$ cat src/rtl/jbp_pkg.sv
// ----------------------------------------------------------------------------
// jbp_pkg: shared types and constants of the JPEG bit packer
// Command codes, stuffing constants and the packed payload types of the
// command and byte stream channels.
// ----------------------------------------------------------------------------
package jbp_pkg;

	// command codes
	localparam logic [1:0] CMD_APPEND   = 2'd0;
	localparam logic [1:0] CMD_RAW_BYTE = 2'd1;
	localparam logic [1:0] CMD_RAW_WORD = 2'd2;
	localparam logic [1:0] CMD_ALIGN    = 2'd3;

	// fixed widths of the entropy code path
	localparam int WORD_BITS    = 16;
	localparam int MAX_CODE_LEN = 16;

	// stuffing and padding bytes
	localparam logic [7:0] STUFF_BYTE = 8'hFF;
	localparam logic [7:0] STUFF_ZERO = 8'h00;
	localparam logic [7:0] PAD_ONES   = 8'hFF;

	// command channel payload
	typedef struct packed {
		logic [1:0]  cmd;
		logic [4:0]  code_len;
		logic [15:0] code_value;
	} jbp_in_t;

	// byte stream channel payload
	typedef struct packed {
		logic [7:0] out_byte;
		logic       last_of_run;
	} jbp_out_t;

endpackage

$ cat src/rtl/jpeg_bit_packer_byte_stuff.sv
// ----------------------------------------------------------------------------
// jpeg_bit_packer_byte_stuff: JPEG entropy bit writer with byte stuffing
// Packs variable-length codes MSB first, emits whole bytes with a zero
// after each 0xFF, passes raw bytes and markers, and aligns with one bits.
//
//   channel | dir | handshake              | payload
//   --------+-----+------------------------+-------------------------------
//   code    | in  | code_valid, code_ready | jbp_in_t  cmd, code_len, value
//   strm    | out | strm_valid, strm_ready | jbp_out_t out_byte, last_of_run
//
// The front takes one command a cycle while the two-entry queue has room.
// The back loads a byte run and then sends one byte per cycle, stuffed zeros
// included, while its output slot is free; it loads a run only when idle.
// Reset clears the accumulator, the queue's count and pointers and the output valid flag.
// A stalled byte stream fills the queue and then holds code_ready low.
// ----------------------------------------------------------------------------
module jpeg_bit_packer_byte_stuff import jbp_pkg::*; #(
	parameter int ACC_WIDTH = 16
) (
	input  logic     clk,
	input  logic     arst_n,
	input  logic     code_valid,
	output logic     code_ready,
	input  jbp_in_t  code_item,
	output logic     strm_valid,
	input  logic     strm_ready,
	output jbp_out_t strm_item
);

	localparam int MAX_BYTES = (ACC_WIDTH + 6) / 8;
	localparam int DATA_W    = MAX_BYTES * 8;
	localparam int NB_W      = $clog2(MAX_BYTES + 1);
	localparam int ENT_W     = DATA_W + NB_W + 1;

	logic              f_valid;
	logic              f_ready;
	logic [DATA_W-1:0] f_data;
	logic [NB_W-1:0]   f_nbytes;
	logic              f_stuff;
	logic              b_valid;
	logic              b_ready;
	logic [ENT_W-1:0]  b_ent;

	jbp_front #(
		.ACC_WIDTH (ACC_WIDTH),
		.DATA_W    (DATA_W),
		.NB_W      (NB_W)
	) u_front (
		.clk        (clk),
		.arst_n     (arst_n),
		.code_valid (code_valid),
		.code_ready (code_ready),
		.code_item  (code_item),
		.q_valid    (f_valid),
		.q_ready    (f_ready),
		.q_data     (f_data),
		.q_nbytes   (f_nbytes),
		.q_stuff    (f_stuff)
	);

	jbp_fifo #(
		.WIDTH (ENT_W)
	) u_fifo (
		.clk      (clk),
		.arst_n   (arst_n),
		.wr_valid (f_valid),
		.wr_ready (f_ready),
		.wr_data  ({f_stuff, f_nbytes, f_data}),
		.rd_valid (b_valid),
		.rd_ready (b_ready),
		.rd_data  (b_ent)
	);

	jbp_back #(
		.DATA_W (DATA_W),
		.NB_W   (NB_W)
	) u_back (
		.clk        (clk),
		.arst_n     (arst_n),
		.q_valid    (b_valid),
		.q_ready    (b_ready),
		.q_data     (b_ent[DATA_W-1:0]),
		.q_nbytes   (b_ent[DATA_W +: NB_W]),
		.q_stuff    (b_ent[ENT_W-1]),
		.strm_valid (strm_valid),
		.strm_ready (strm_ready),
		.strm_item  (strm_item)
	);

endmodule

$ cat src/rtl/jbp_front.sv
// ----------------------------------------------------------------------------
// jbp_front: command decode and bit accumulator
// Takes one command a cycle while the queue has room, updates the bit
// accumulator and hands each run of output bytes (left aligned, with count
// and stuffing flag) on to the queue.
// ----------------------------------------------------------------------------
module jbp_front import jbp_pkg::*; #(
	parameter int ACC_WIDTH = 16,
	parameter int DATA_W    = 16,
	parameter int NB_W      = 2
) (
	input  logic              clk,
	input  logic              arst_n,
	input  logic              code_valid,
	output logic              code_ready,
	input  jbp_in_t           code_item,
	output logic              q_valid,
	input  logic              q_ready,
	output logic [DATA_W-1:0] q_data,
	output logic [NB_W-1:0]   q_nbytes,
	output logic              q_stuff
);

	localparam int ACCW = ACC_WIDTH + WORD_BITS;
	localparam int CW   = $clog2(ACC_WIDTH);
	localparam int SW   = $clog2(ACCW);
	localparam int LSW  = $clog2(ACCW + 1);

	logic [ACC_WIDTH-1:0] acc_q;
	logic [CW-1:0]        cnt_q;

	logic [4:0]           len_c;
	logic [15:0]          code_mask;
	logic [3:0]           pad;
	logic [7:0]           pad_mask;
	logic [4:0]           sh;
	logic [15:0]          ins;
	logic [ACCW-1:0]      sum_acc;
	logic [SW-1:0]        sum_cnt;
	logic [LSW-1:0]       lsh;
	logic [ACCW-1:0]      left;
	logic                 emit;
	logic [CW-1:0]        keep_cnt;
	logic [ACC_WIDTH-1:0] keep_acc;
	logic [ACC_WIDTH-1:0] nxt_acc;
	logic [CW-1:0]        nxt_cnt;
	logic                 accept;

	// clamp and mask the code, work out the alignment pad
	always_comb begin
		len_c     = (code_item.code_len > 5'(MAX_CODE_LEN)) ? 5'(MAX_CODE_LEN)
			: code_item.code_len;
		code_mask = ~(16'hFFFF << len_c);
		pad       = (cnt_q[2:0] == 3'd0) ? 4'd0 : 4'd8 - {1'b0, cnt_q[2:0]};
		pad_mask  = ~(PAD_ONES << pad);
	end

	// shared insert: code bits for append, one bits for align
	always_comb begin
		if (code_item.cmd == CMD_ALIGN) begin
			sh  = {1'b0, pad};
			ins = {8'h00, pad_mask};
		end else begin
			sh  = len_c;
			ins = code_item.code_value & code_mask;
		end
		sum_acc  = (ACCW'(acc_q) << sh) | ACCW'(ins);
		sum_cnt  = SW'(cnt_q) + SW'(sh);
		lsh      = LSW'(ACCW) - LSW'(sum_cnt);
		left     = sum_acc << lsh;
		emit     = sum_cnt >= SW'(ACC_WIDTH);
		keep_cnt = emit ? CW'(sum_cnt - SW'(WORD_BITS)) : CW'(sum_cnt);
		keep_acc = sum_acc[ACC_WIDTH-1:0] & ~({ACC_WIDTH{1'b1}} << keep_cnt);
	end

	// classify the command into a byte run and the next accumulator state
	always_comb begin
		q_data   = '0;
		q_nbytes = '0;
		q_stuff  = 1'b0;
		nxt_acc  = acc_q;
		nxt_cnt  = cnt_q;
		case (code_item.cmd)
			CMD_APPEND: begin
				q_data   = left[ACCW-1 -: DATA_W];
				q_nbytes = emit ? NB_W'(2) : '0;
				q_stuff  = 1'b1;
				nxt_acc  = keep_acc;
				nxt_cnt  = keep_cnt;
			end
			CMD_RAW_BYTE: begin
				q_data[DATA_W-1 -: 8] = code_item.code_value[7:0];
				q_nbytes = NB_W'(1);
			end
			CMD_RAW_WORD: begin
				q_data[DATA_W-1 -: 16] = code_item.code_value;
				q_nbytes = NB_W'(2);
			end
			CMD_ALIGN: begin
				q_data   = left[ACCW-1 -: DATA_W];
				q_nbytes = NB_W'(sum_cnt >> 3);
				q_stuff  = 1'b1;
				nxt_acc  = '0;
				nxt_cnt  = '0;
			end
			default: begin
				q_nbytes = '0;
			end
		endcase
	end

	assign code_ready = q_ready;
	assign accept     = code_valid && code_ready;
	assign q_valid    = code_valid && (q_nbytes != '0);

	// advance the accumulator on each accepted command
	always_ff @(posedge clk or negedge arst_n) begin
		if (!arst_n) begin
			acc_q <= '0;
			cnt_q <= '0;
		end else if (accept) begin
			acc_q <= nxt_acc;
			cnt_q <= nxt_cnt;
		end
	end

endmodule

$ cat src/rtl/jbp_fifo.sv
// ----------------------------------------------------------------------------
// jbp_fifo: two-entry queue between front and back
// Decouples command intake from byte emission so either side can stall.
// ----------------------------------------------------------------------------
module jbp_fifo import jbp_pkg::*; #(
	parameter int WIDTH = 19
) (
	input  logic             clk,
	input  logic             arst_n,
	input  logic             wr_valid,
	output logic             wr_ready,
	input  logic [WIDTH-1:0] wr_data,
	output logic             rd_valid,
	input  logic             rd_ready,
	output logic [WIDTH-1:0] rd_data
);

	logic [WIDTH-1:0] mem_q [2];
	logic             wr_ptr_q;
	logic             rd_ptr_q;
	logic [1:0]       cnt_q;
	logic             push;
	logic             pop;

	assign wr_ready = (cnt_q != 2'd2);
	assign rd_valid = (cnt_q != 2'd0);
	assign rd_data  = mem_q[rd_ptr_q];
	assign push     = wr_valid && wr_ready;
	assign pop      = rd_valid && rd_ready;

	// store the entry
	always_ff @(posedge clk) begin
		if (push) begin
			mem_q[wr_ptr_q] <= wr_data;
		end
	end

	// advance pointers and fill count
	always_ff @(posedge clk or negedge arst_n) begin
		if (!arst_n) begin
			wr_ptr_q <= 1'b0;
			rd_ptr_q <= 1'b0;
			cnt_q    <= 2'd0;
		end else begin
			if (push) begin
				wr_ptr_q <= ~wr_ptr_q;
			end
			if (pop) begin
				rd_ptr_q <= ~rd_ptr_q;
			end
			case ({push, pop})
				2'b10:   cnt_q <= cnt_q + 2'd1;
				2'b01:   cnt_q <= cnt_q - 2'd1;
				default: cnt_q <= cnt_q;
			endcase
		end
	end

endmodule

$ cat src/rtl/jbp_back.sv
// ----------------------------------------------------------------------------
// jbp_back: byte serializer with 0xFF stuffing
// Pops one byte run from the queue, sends its bytes most significant first,
// inserts a zero after each 0xFF of a stuffed run and marks the last byte.
// ----------------------------------------------------------------------------
module jbp_back import jbp_pkg::*; #(
	parameter int DATA_W = 16,
	parameter int NB_W   = 2
) (
	input  logic              clk,
	input  logic              arst_n,
	input  logic              q_valid,
	output logic              q_ready,
	input  logic [DATA_W-1:0] q_data,
	input  logic [NB_W-1:0]   q_nbytes,
	input  logic              q_stuff,
	output logic              strm_valid,
	input  logic              strm_ready,
	output jbp_out_t          strm_item
);

	logic              act_q;
	logic [DATA_W-1:0] data_q;
	logic [NB_W-1:0]   left_q;
	logic              stuff_en_q;
	logic              stuff_pend_q;
	logic              out_valid_q;
	jbp_out_t          out_q;

	logic              slot_free;
	logic [7:0]        cur_byte;
	logic [NB_W-1:0]   nxt_left;
	logic              nxt_pend;

	assign slot_free  = !out_valid_q || strm_ready;
	assign q_ready    = !act_q;
	assign cur_byte   = data_q[DATA_W-1 -: 8];
	assign nxt_left   = left_q - NB_W'(1);
	assign nxt_pend   = stuff_en_q && (cur_byte == STUFF_BYTE);
	assign strm_valid = out_valid_q;
	assign strm_item  = out_q;

	// load a run, then emit one byte or stuffed zero per free output slot
	always_ff @(posedge clk or negedge arst_n) begin
		if (!arst_n) begin
			act_q        <= 1'b0;
			stuff_pend_q <= 1'b0;
			out_valid_q  <= 1'b0;
		end else begin
			if (slot_free) begin
				out_valid_q <= act_q;
			end
			if (!act_q) begin
				if (q_valid) begin
					act_q        <= 1'b1;
					stuff_pend_q <= 1'b0;
				end
			end else if (slot_free) begin
				if (stuff_pend_q) begin
					stuff_pend_q <= 1'b0;
					if (left_q == '0) begin
						act_q <= 1'b0;
					end
				end else begin
					stuff_pend_q <= nxt_pend;
					if ((nxt_left == '0) && !nxt_pend) begin
						act_q <= 1'b0;
					end
				end
			end
		end
	end

	// hold run data and the output register
	always_ff @(posedge clk) begin
		if (!act_q) begin
			if (q_valid) begin
				data_q     <= q_data;
				left_q     <= q_nbytes;
				stuff_en_q <= q_stuff;
			end
		end else if (slot_free) begin
			if (stuff_pend_q) begin
				out_q.out_byte    <= STUFF_ZERO;
				out_q.last_of_run <= (left_q == '0);
			end else begin
				out_q.out_byte    <= cur_byte;
				out_q.last_of_run <= (nxt_left == '0) && !nxt_pend;
				data_q            <= data_q << 8;
				left_q            <= nxt_left;
			end
		end
	end

endmodule

$ cat config.mk
export PLATFORM = sky130hd
export DESIGN_NAME = jpeg_bit_packer_byte_stuff
export DESIGN_NICKNAME = d
export VERILOG_FILES = /design/src/rtl/jbp_pkg.sv /design/src/rtl/jpeg_bit_packer_byte_stuff.sv /design/src/rtl/jbp_front.sv /design/src/rtl/jbp_fifo.sv /design/src/rtl/jbp_back.sv
export SDC_FILE = /design/constraint.sdc
export NUM_CORES = 1
export LEC_CHECK = 0
export BUFFER_PORTS_ARGS = -buffer_cell sky130_fd_sc_hd__buf_4
export CAP_MARGIN = 30
export CORE_MARGIN = 2
export CORE_UTILIZATION = 55
export CTS_CLUSTER_SIZE = 20
export DETAILED_ROUTE_END_ITERATION = 8
export PLACE_DENSITY = 0.77
export SLEW_MARGIN = 20
export SYNTH_ARGS = -nofsm -noshare
export SYNTH_HDL_FRONTEND = slang
export SYNTH_SLANG_ARGS = --single-unit
$ cat constraint.sdc
create_clock -name clk -period 4.6 [get_ports clk]
set_input_delay 0.69 -clock clk [delete_from_list [all_inputs] [get_ports clk]]
set_output_delay 0.69 -clock clk [all_outputs]
set_load 0.005 [all_outputs]
; ---- After elaboration in Yosys (flattened, before gate mapping)
; Memory sizes are Yosys's and may differ from the RTL's.
; Index checks and enable logic that the tools add are counted.
[totals]
regBits = 55
rom_bits = 0
mem_bits_rw = 38
n_memories = 1
word_cells = 105
latch_bits = 0
out_inout_bits = 11
[op_classes]
n_div = 0
multipliers = 0
addsub = 7
order_cmp = 2
n_bitwise = 9
shifts = 5
n_eq_ne = 9
n_mux = 34
reduce_logical = 25
[mem_list]
columns = memory, words, word_bits, read_ports, rd_ports_with_merged_regs, wr, line_no
row1 = u_fifo.mem_q, 2, 19, 1, 0, 1, jbp_fifo.sv:18  ; logic [WIDTH-1:0] mem_q [2];
[op_table]
columns = cell, count
row1 = $mux W16, 5
row2 = $and A16 B16 Y16, 2
row3 = $not A16 Y16, 2
row4 = $or A32 B16 Y32, 1
row5 = $pmux W16 S2, 1
row6 = $shl A16 B5 Y32, 1
row7 = $shl A32 B6 Y32, 1
row8 = $pmux W8 S3, 1
row9 = $pmux W8 S2, 1
row10 = $shl A16 B4 Y16 const A, 1
row11 = $shl A16 B5 Y16 const A, 1
row12 = $mux W1, 14
row13 = $mux W2, 5
row14 = $mux W5, 2
row15 = $reduce_bool A2 Y1, 5
row16 = $eq A8 B8 Y1 const B, 1
row17 = $mux W4, 2
row18 = $not A8 Y8, 1
row19 = $pmux W2 S4, 1
row20 = $pmux W4 S2, 1
row21 = $reduce_and A2 Y1, 4
row22 = $shl A8 B4 Y8 const A, 1
row23 = $eq A2 B2 Y1 const B, 3
row24 = $logic_and A1 B1 Y1, 6
row25 = 18 further kinds, 28

; ---- Depth between registers and ports, before layout
; Gate-level depths: netlist of run 1.
[logic_depth]
word_depth = 12
depth_mapped = 22
ltp_nobuf = 18

; ---- By module
; Synthesis of run 1 repeated with hierarchy kept, for this count alone.
[unflattened]
hier_cells = 946
area_unflattened_um2 = 8287.9
[modules_own_cells]
columns = mod, seq_area_each_um2, instances, cells_each, area_per_inst_um2
row1 = jbp_front, 475.5, 1, 782, 5437.7
row2 = jbp_fifo, 1241.2, 1, 76, 1560.2
row3 = jbp_back, 915.9, 1, 88, 1290.0

; ---- Least setup slack after synthesis of run 1
; Ideal clock, no wire load.
[synth_path]
path_kind = input to register
startpoint = input port code_item[21] (netlist name)
endpoint = memory u_fifo.mem_q[0][12], data pin
setup_slack_ps = -222
path_buffers = 7
required_time_ps = 4342
arrival_time_ps = 4564
setup_time_ps = 258
path_stages = 18
cell_sequence = ha_1 or3b_1 buf_6 nand2_8 buf_12 ha_1 inv_1 clkbuf_1 clkbuf_1 ha_1 inv_1 ha_1 clkbuf_1 clkbuf_1 clkbuf_1 o221ai_1 a31oi_1 a21bo_1
[synth_via]
elab_chain_len = 6
[synth_rtl]
columns = item, line_no
row1 = from (decl), jpeg_bit_packer_byte_stuff.sv:24  ; input jbp_in_t code_item,
row2 = $eq A2 B2 Y1, "jbp_front.sv:60, jbp_front.sv:83"
row3 = $mux W5, jbp_front.sv:60  ; if (code_item.cmd == CMD_ALIGN) begin
row4 = $add A4 B5 Y5 / $shl A16 B5 Y32 (equally long branches), "jbp_front.sv:68, jbp_front.sv:67"
row5 = $sub A6 B5 Y6 / $or A32 B16 Y32 (equally long branches), "jbp_front.sv:69, jbp_front.sv:67"
row6 = $shl A32 B6 Y32, jbp_front.sv:70  ; left = sum_acc << lsh;
row7 = $pmux W8 S3 *, jbp_front.sv:83  ; case (code_item.cmd)
row8 = named net f_data[12], jpeg_bit_packer_byte_stuff.sv:37  ; logic [DATA_W-1:0] f_data;
row9 = to (decl), jbp_fifo.sv:18
; The timed path passes the listed nets; every way through them passes the cells marked *.

; ---- Worst setup path after layout of run 1
[layout_path]
startpoint = register u_front.cnt_q[0]
endpoint = memory u_fifo.mem_q[0][6], data pin
[layout_via]
elab_chain_len = 8
[layout_rtl]
columns = item, line_no
row1 = from (decl), jbp_front.sv:30  ; logic [CW-1:0] cnt_q;
row2 = from (signal assigned), jbp_front.sv:123  ; cnt_q <= nxt_cnt;
row3 = branches (longest 6 deep; another with $sub A6 B5 Y6), -
row4 = $shl A32 B6 Y32 *, jbp_front.sv:70
row5 = $pmux W8 S2 *, jbp_front.sv:83
row6 = named net f_data[6], jpeg_bit_packer_byte_stuff.sv:37
; Mark *: on every way through the listed nets, which the timed path passes.

==> results of run 1 <==
[cells by family (layout without fill, tap and decap cells)]
group	count (synthesis)	after routing	synth area share
AO/OA/AOI/OAI	330	330	0.299
AND/OR/NAND/NOR	313	313	0.191
flip-flops	92	92	0.333
buffers and inverters	91	177	0.0497
multiplexers	56	56	0.0844
adder cells (fa/ha/maj)	18	18	0.0294
XOR/XNOR	12	12	0.0133
[flip-flops by register name, indices dropped and copies added (netlist names), 2 cells and up]
name and flops:
u_front.acc_q 15, u_back.left_q 2, u_fifo.cnt_q 2, u_back.data_q 16, u_back.strm_item 9, u_front.cnt_q 4
u_fifo.mem_q 38
[cell usage in the layout, fill, tap and decap left out, types with 11 or more instances in the layout]
master and n:
nand3_1 26, nor2b_1 18, nor3_1 18, mux2_2 12
o22a_1 11, nor2_1 73, o31ai_1 23, nand2b_1 12
dfrtp_1 26, a21o_1 11, edfxtp_1 66, nand4_1 11
a21oi_1 48, o21ai_0 58, o22ai_1 22, nand2_1 108
a31oi_1 12, o211ai_1 13, a211oi_1 12, ha_1 17
inv_1 22, mux2i_1 36, buf_4 130
[critical path: cells and delay by family, from the launching register on]
kind	cells	cell delay (ns)
AOI/OAI and AO/OA	2	0.56
adders and majority gates	4	1.12
DFF	1	0.38
xor gates and xnor gates	2	0.53
and+or+nand+nor	5	0.96
buffers and inverters	4	0.63
[final timing paths]
path                                  start                   to  slack [ns]  cells after the start
max in group asynchronous            arst_n  u_back.stuff_pend_q        4.08                      1
hold / removal                       arst_n     u_front.acc_q[8]        0.24                      1
min in group clk            u_fifo.wr_ptr_q      u_fifo.wr_ptr_q        0.51                      1
setup / recovery           u_front.cnt_q[0]   u_fifo.mem_q[0][6]        0.20                     17
hold reg to reg             u_fifo.wr_ptr_q      u_fifo.wr_ptr_q        0.51                      1
setup reg to reg           u_front.cnt_q[0]   u_fifo.mem_q[0][6]        0.20                     17
[metrics by stage]
stage / worst slack [ns] / utilization
4_1_cts: 0.343 / 0.659
2_1_floorplan: 0.0513 / -
6_report: 0.198 / 0.661
3_3_place_gp: 0.0469 / 0.638
5_1_grt: 0.0672 / 0.661
3_5_place_dp: -0.00512 / 0.638
[metal layers]
layer  GRT usage  share of wire  routed length, um
met5           0              0                  0
met2       0.590           0.44              12900
met4       0.165          0.048               1430
met1       0.535           0.41              12200
met3      0.0820           0.10               3060
[final cells by class]
| cell class | count | area (um2) | area share |
|---|---|---|---|
| tap | 180 | 225 | 0.0244 |
| multi-input combinational | 729 | 4890 | 0.530 |
| clock inverter | 7 | 75.1 | 0.00812 |
| sequential | 92 | 2630 | 0.285 |
| inverter | 25 | 96.3 | 0.0104 |
| clock buffer | 9 | 225 | 0.0244 |
| timing repair buffer | 136 | 1090 | 0.118 |
==> qor.csv, run 1 <==
stage;metric;value;unit
routing;drc;0;
setup_path;end_kind;register;
synth;yosys_warnings;0;
setup_path;critical_path_class;register to register;
routing;ant_nets;0;
routing;vias_per_cell;7.06;
clocking;holdBufCountCts;0;
setup_path;critPathMaxFanout;9;
clocking;cts.repair.resized;0;
timing;whs;0.243;ns
timing;fin_crit;4.40;ns
timing;finalSetupTns;0;ns
timing;clock_skew;0.00629;ns
synth;synth_area_leader_cell;edfxtp_1;
synth;synth_cell_types;91;
run_status;status;complete, no violations;
timing;post-route-period-util;0.957;
routing;drt-total-wl;29700;um
setup_path;max_stage_delay;0.51;ns
global_route;grt_max_degree;60;
placement;hpwl;22400;um
layout;finalNetCount;1038;
clocking;cts.clk_slew.worst_paths;0.08;ns
layout;syn_to_final_growth;16.8;%
synth;synth_edf_count;66;
timing;setup_violations;0;
clocking;htreeDepth;3;
routing;vias;8321;
floorplanning;die_x;124;um
layout;stdcell_area;9240;um2
routing;detail_route.first_pass.iterations;9;
setup_path;required;4.74;ns
timing;max_freq;0.227;GHz
clocking;cts_setup_buffers;0;
synth;synth_area;7910;um2
floorplanning;ios;38;
synth;synth_most_common_cell;nand2_1;
setup_path;worst_path_max_delay_cell;nor4_1;
clocking;cts_root_buf;clkbuf_16;
synth;async_flop_share;0.283;
timing;rsz0062_at_grt;no;
setup_path;start_kind;register;
layout;fin_cells;1178;
layout;diodes;0;
setup_path;crit_chain;inv_1 -> ha_1 -> ha_1 -> nand3b_2 -> nand2_8 -> ha_1 -> fa_1 -> xor2_1 -> buf_4 -> nor3_1 -> buf_4 -> xnor2_2 -> buf_4 -> nand2_1 -> nor4_1 -> o31ai_1 -> a221oi_1;
global_route;grt_pass1_wl;43900;um
synth;syn_nets;957;
timing;slew_viol_final;0;
clocking;tritoncts;yes;
floorplanning;chipHeight;124;um
timing;slew_headroom;0.387;
synth;yosysTopAreaCellShare;0.250;
synth;synth_seq_area_share;0.333;
clocking;clock_latency;0.35;ns
routing;routedWlPerCell;25.2;um
floorplanning;initial_core_util;0.566;
synth;synth-seq-cells;92;
timing;final-hold-violation-count;0;
run;maxCapViolations;0;
global_route;antenna_found_initial;0;
layout;nFillCells;1182;
clocking;cts_max_path_buffers;2;
hold_path;min_path_type;primary input to asynchronous set/reset pin;
placement;placedCellCount;1161;
synth;syn_inst;912;
global_route;track_usage;0.388;
global_route;grt_remaining_overflow;0;
placement;place_area;8920;um2
layout;drive_above_1_share;0.196;
synth;ys_top_cells_by_count;nand2_1, nor2_1, edfxtp_1;
synth;avgSynthCellArea;8.68;um2
global_route;grt_pass1_vias;7503;
placement;place_congestion;1.08;
timing;worst_pin_slew;0.913;ns
synth;synth_ff_type;edfxtp_1;
floorplanning;core;14000;um2
floorplanning;num_rows;43;
clocking;cts_sinks;92;
setup_path;cp_data_arrival_time;4.54;ns
routing;drt_iter0_markers;1279;
synth;synth_area_leaders;edfxtp_1, dfrtp_1, nand2_1, mux2i_1, o21ai_0;
clocking;cts-buffers-inserted;9;
floorplanning;fp.dieArea;15400;um2
placement;portBuffers;37;
Power of run 1 is not shown: default switching activity piles up to over one toggle a cycle in this logic, so the estimate is an artifact.
==> run 2: changes to the inputs <==
--- a/config.mk
+++ b/config.mk
@@ -11,7 +11,7 @@
 export CORE_UTILIZATION = 55
 export CTS_CLUSTER_SIZE = 20
 export DETAILED_ROUTE_END_ITERATION = 8
-export PLACE_DENSITY = 0.77
+export PLACE_DENSITY = 0.75
 export SLEW_MARGIN = 20
 export SYNTH_ARGS = -nofsm -noshare
 export SYNTH_HDL_FRONTEND = slang
==> qor.csv, run 2 (synthesis gave the netlist of run 1 again) <==
stage;metric;value;unit
run_status;status;complete, no violations;
clocking;clock_latency;0.35;ns
layout;fin_cells;1170;
layout;drive_above_1_share;0.190;
floorplanning;core;14000;um2
layout;finalNetCount;1030;
timing;post-route-period-util;0.947;
global_route;grt_pass1_vias;7681;
routing;drt_iter0_markers;1310;
setup_path;worst_path_max_delay_cell;o22ai_1;
run;maxCapViolations;0;
setup_path;r2r_slack;0.30;ns
floorplanning;initial_core_util;0.566;
setup_path;end_kind;register;
timing;worst_pin_slew;0.958;ns
timing;fin_crit;4.36;ns
routing;drt-total-wl;30000;um
layout;layout_commonest_cell;buf_4;
floorplanning;num_rows;43;
clocking;cts_max_path_buffers;2;
clocking;holdBufCountCts;0;
layout;syn_to_final_growth;16.2;%
clocking;cts.repair.resized;0;
global_route;track_usage;0.398;
placement;pre_cts_ws;0.0714;ns
layout;diodes;0;
routing;vias_per_cell;7.11;
clocking;cts_setup_buffers;0;
timing;slew_headroom;0.357;
routing;routedWlPerCell;25.6;um
global_route;antenna_found_initial;1;
layout;largest_register_ffs;38;
clocking;cts.clk_slew.worst_paths;0.07;ns
setup_path;critPathMaxFanout;21;
floorplanning;fp.dieArea;15400;um2
clocking;htreeDepth;3;
setup_path;rr_startpoint;u_front.cnt_q[0];
setup_path;max_stage_delay;0.41;ns
timing;fin_ws;0.244;ns
timing;slew_viol_final;0;
setup_path;start_kind;primary input;
routing;vias;8318;
floorplanning;chipHeight;124;um
floorplanning;ios;38;
global_route;grt_pass1_wl;44900;um
setup_path;required;4.71;ns
global_route;grt_max_degree;58;
setup_path;rr_worst_depth;16;
clocking;cts-buffers-inserted;9;
placement;hpwl;22800;um
layout;most-common-layout-cells;buf_4, nand2_1, nor2_1, edfxtp_1, o21ai_0;
setup_path;cp_data_arrival_time;4.47;ns
global_route;grt_remaining_overflow;0;
timing;setup_violations;0;
routing;detail_route.first_pass.iterations;6;
clocking;cts_root_buf;clkbuf_16;
floorplanning;die_x;124;um
timing;rsz0062_at_grt;no;
layout;largestRegisters;u_fifo.mem_q x38, u_back.data_q x16, u_front.acc_q x15;
setup_path;critical_path_class;primary input to register;
setup_path;cp_common_cell;buf_4;
timing;whs;0.239;ns
layout;top_register;u_fifo.mem_q;
timing;max_freq;0.230;GHz
placement;place_congestion;1.04;
layout;nFillCells;1173;
placement;placedCellCount;1154;
clocking;cts_sinks;92;
setup_path;crit_chain;buf_4 -> ha_1 -> buf_4 -> buf_4 -> nand2_1 -> and2_1 -> inv_2 -> buf_4 -> nor2_1 -> a222oi_1 -> buf_4 -> a32oi_2 -> a32oi_1 -> o22ai_1 -> mux2i_1 -> mux2_2 -> o21ai_0;
routing;drc;0;
clocking;tritoncts;yes;
timing;final-hold-violation-count;0;
placement;portBuffers;37;
hold_path;min_path_type;primary input to asynchronous set/reset pin;
timing;finalSetupTns;0;ns
timing;clock_skew;0.00820;ns
routing;ant_nets;0;
setup_path;rr_endpoint;u_fifo.mem_q[0][5];
[run 2: layer usage]
metal	track usage	up-vias	share of wire
li1	-	3670	-
met5	0	-	0.00033
met1	0.529	3962	0.39
met3	0.0856	100	0.11
met2	0.623	584	0.44
met4	0.183	2	0.054
[run 2: worst max-delay path, delay by kind of cell]
kind                       cells  cell delay (ns)
AOI/OAI and AO/OA              5             1.36
muxes                          2             0.48
adders and majority gates      1             0.20
buffers and inverters          6             0.95
and+or+nand+nor                3             0.77
[run 2: worst max-delay path by stage]
stage | start | to | slack [ns] | cells past startpoint
CTS | code_item[21] | u_fifo.mem_q[0][3] | 0.39 | 16
global placement | code_item[21] | u_fifo.mem_q[1][13] | 0.09 | 15
floorplan | u_front.cnt_q[0] | u_fifo.mem_q[0][6] | 0.05 | 18
finish | code_item[21] | u_fifo.mem_q[0][5] | 0.24 | 17
detailed placement | code_item[21] | u_fifo.mem_q[1][3] | 0.07 | 16
global route | code_item[21] | u_fifo.mem_q[0][13] | 0.11 | 18
[run 2: cell type report]
type / count / area [um2] / share of cell area
multi-input cells: 729 / 4890 / 0.532
flip-flops and latches: 92 / 2630 / 0.286
repair buffers: 128 / 1040 / 0.114
clock buffers: 9 / 225 / 0.0245
well taps: 180 / 225 / 0.0245
inverters: 25 / 96.3 / 0.0105
clock inverters: 7 / 75.1 / 0.00817
[run 2: metrics by stage]
| stage | area [um2] | utilization |
|---|---|---|
| floorplan | 7920 | - |
| finish | 9190 | 0.657 |
| CTS | 9190 | 0.657 |
| detailed placement | 8890 | 0.636 |
| global route | 9190 | 0.657 |
| global placement | 8880 | 0.635 |
Power of run 2 is left out for the same reason.
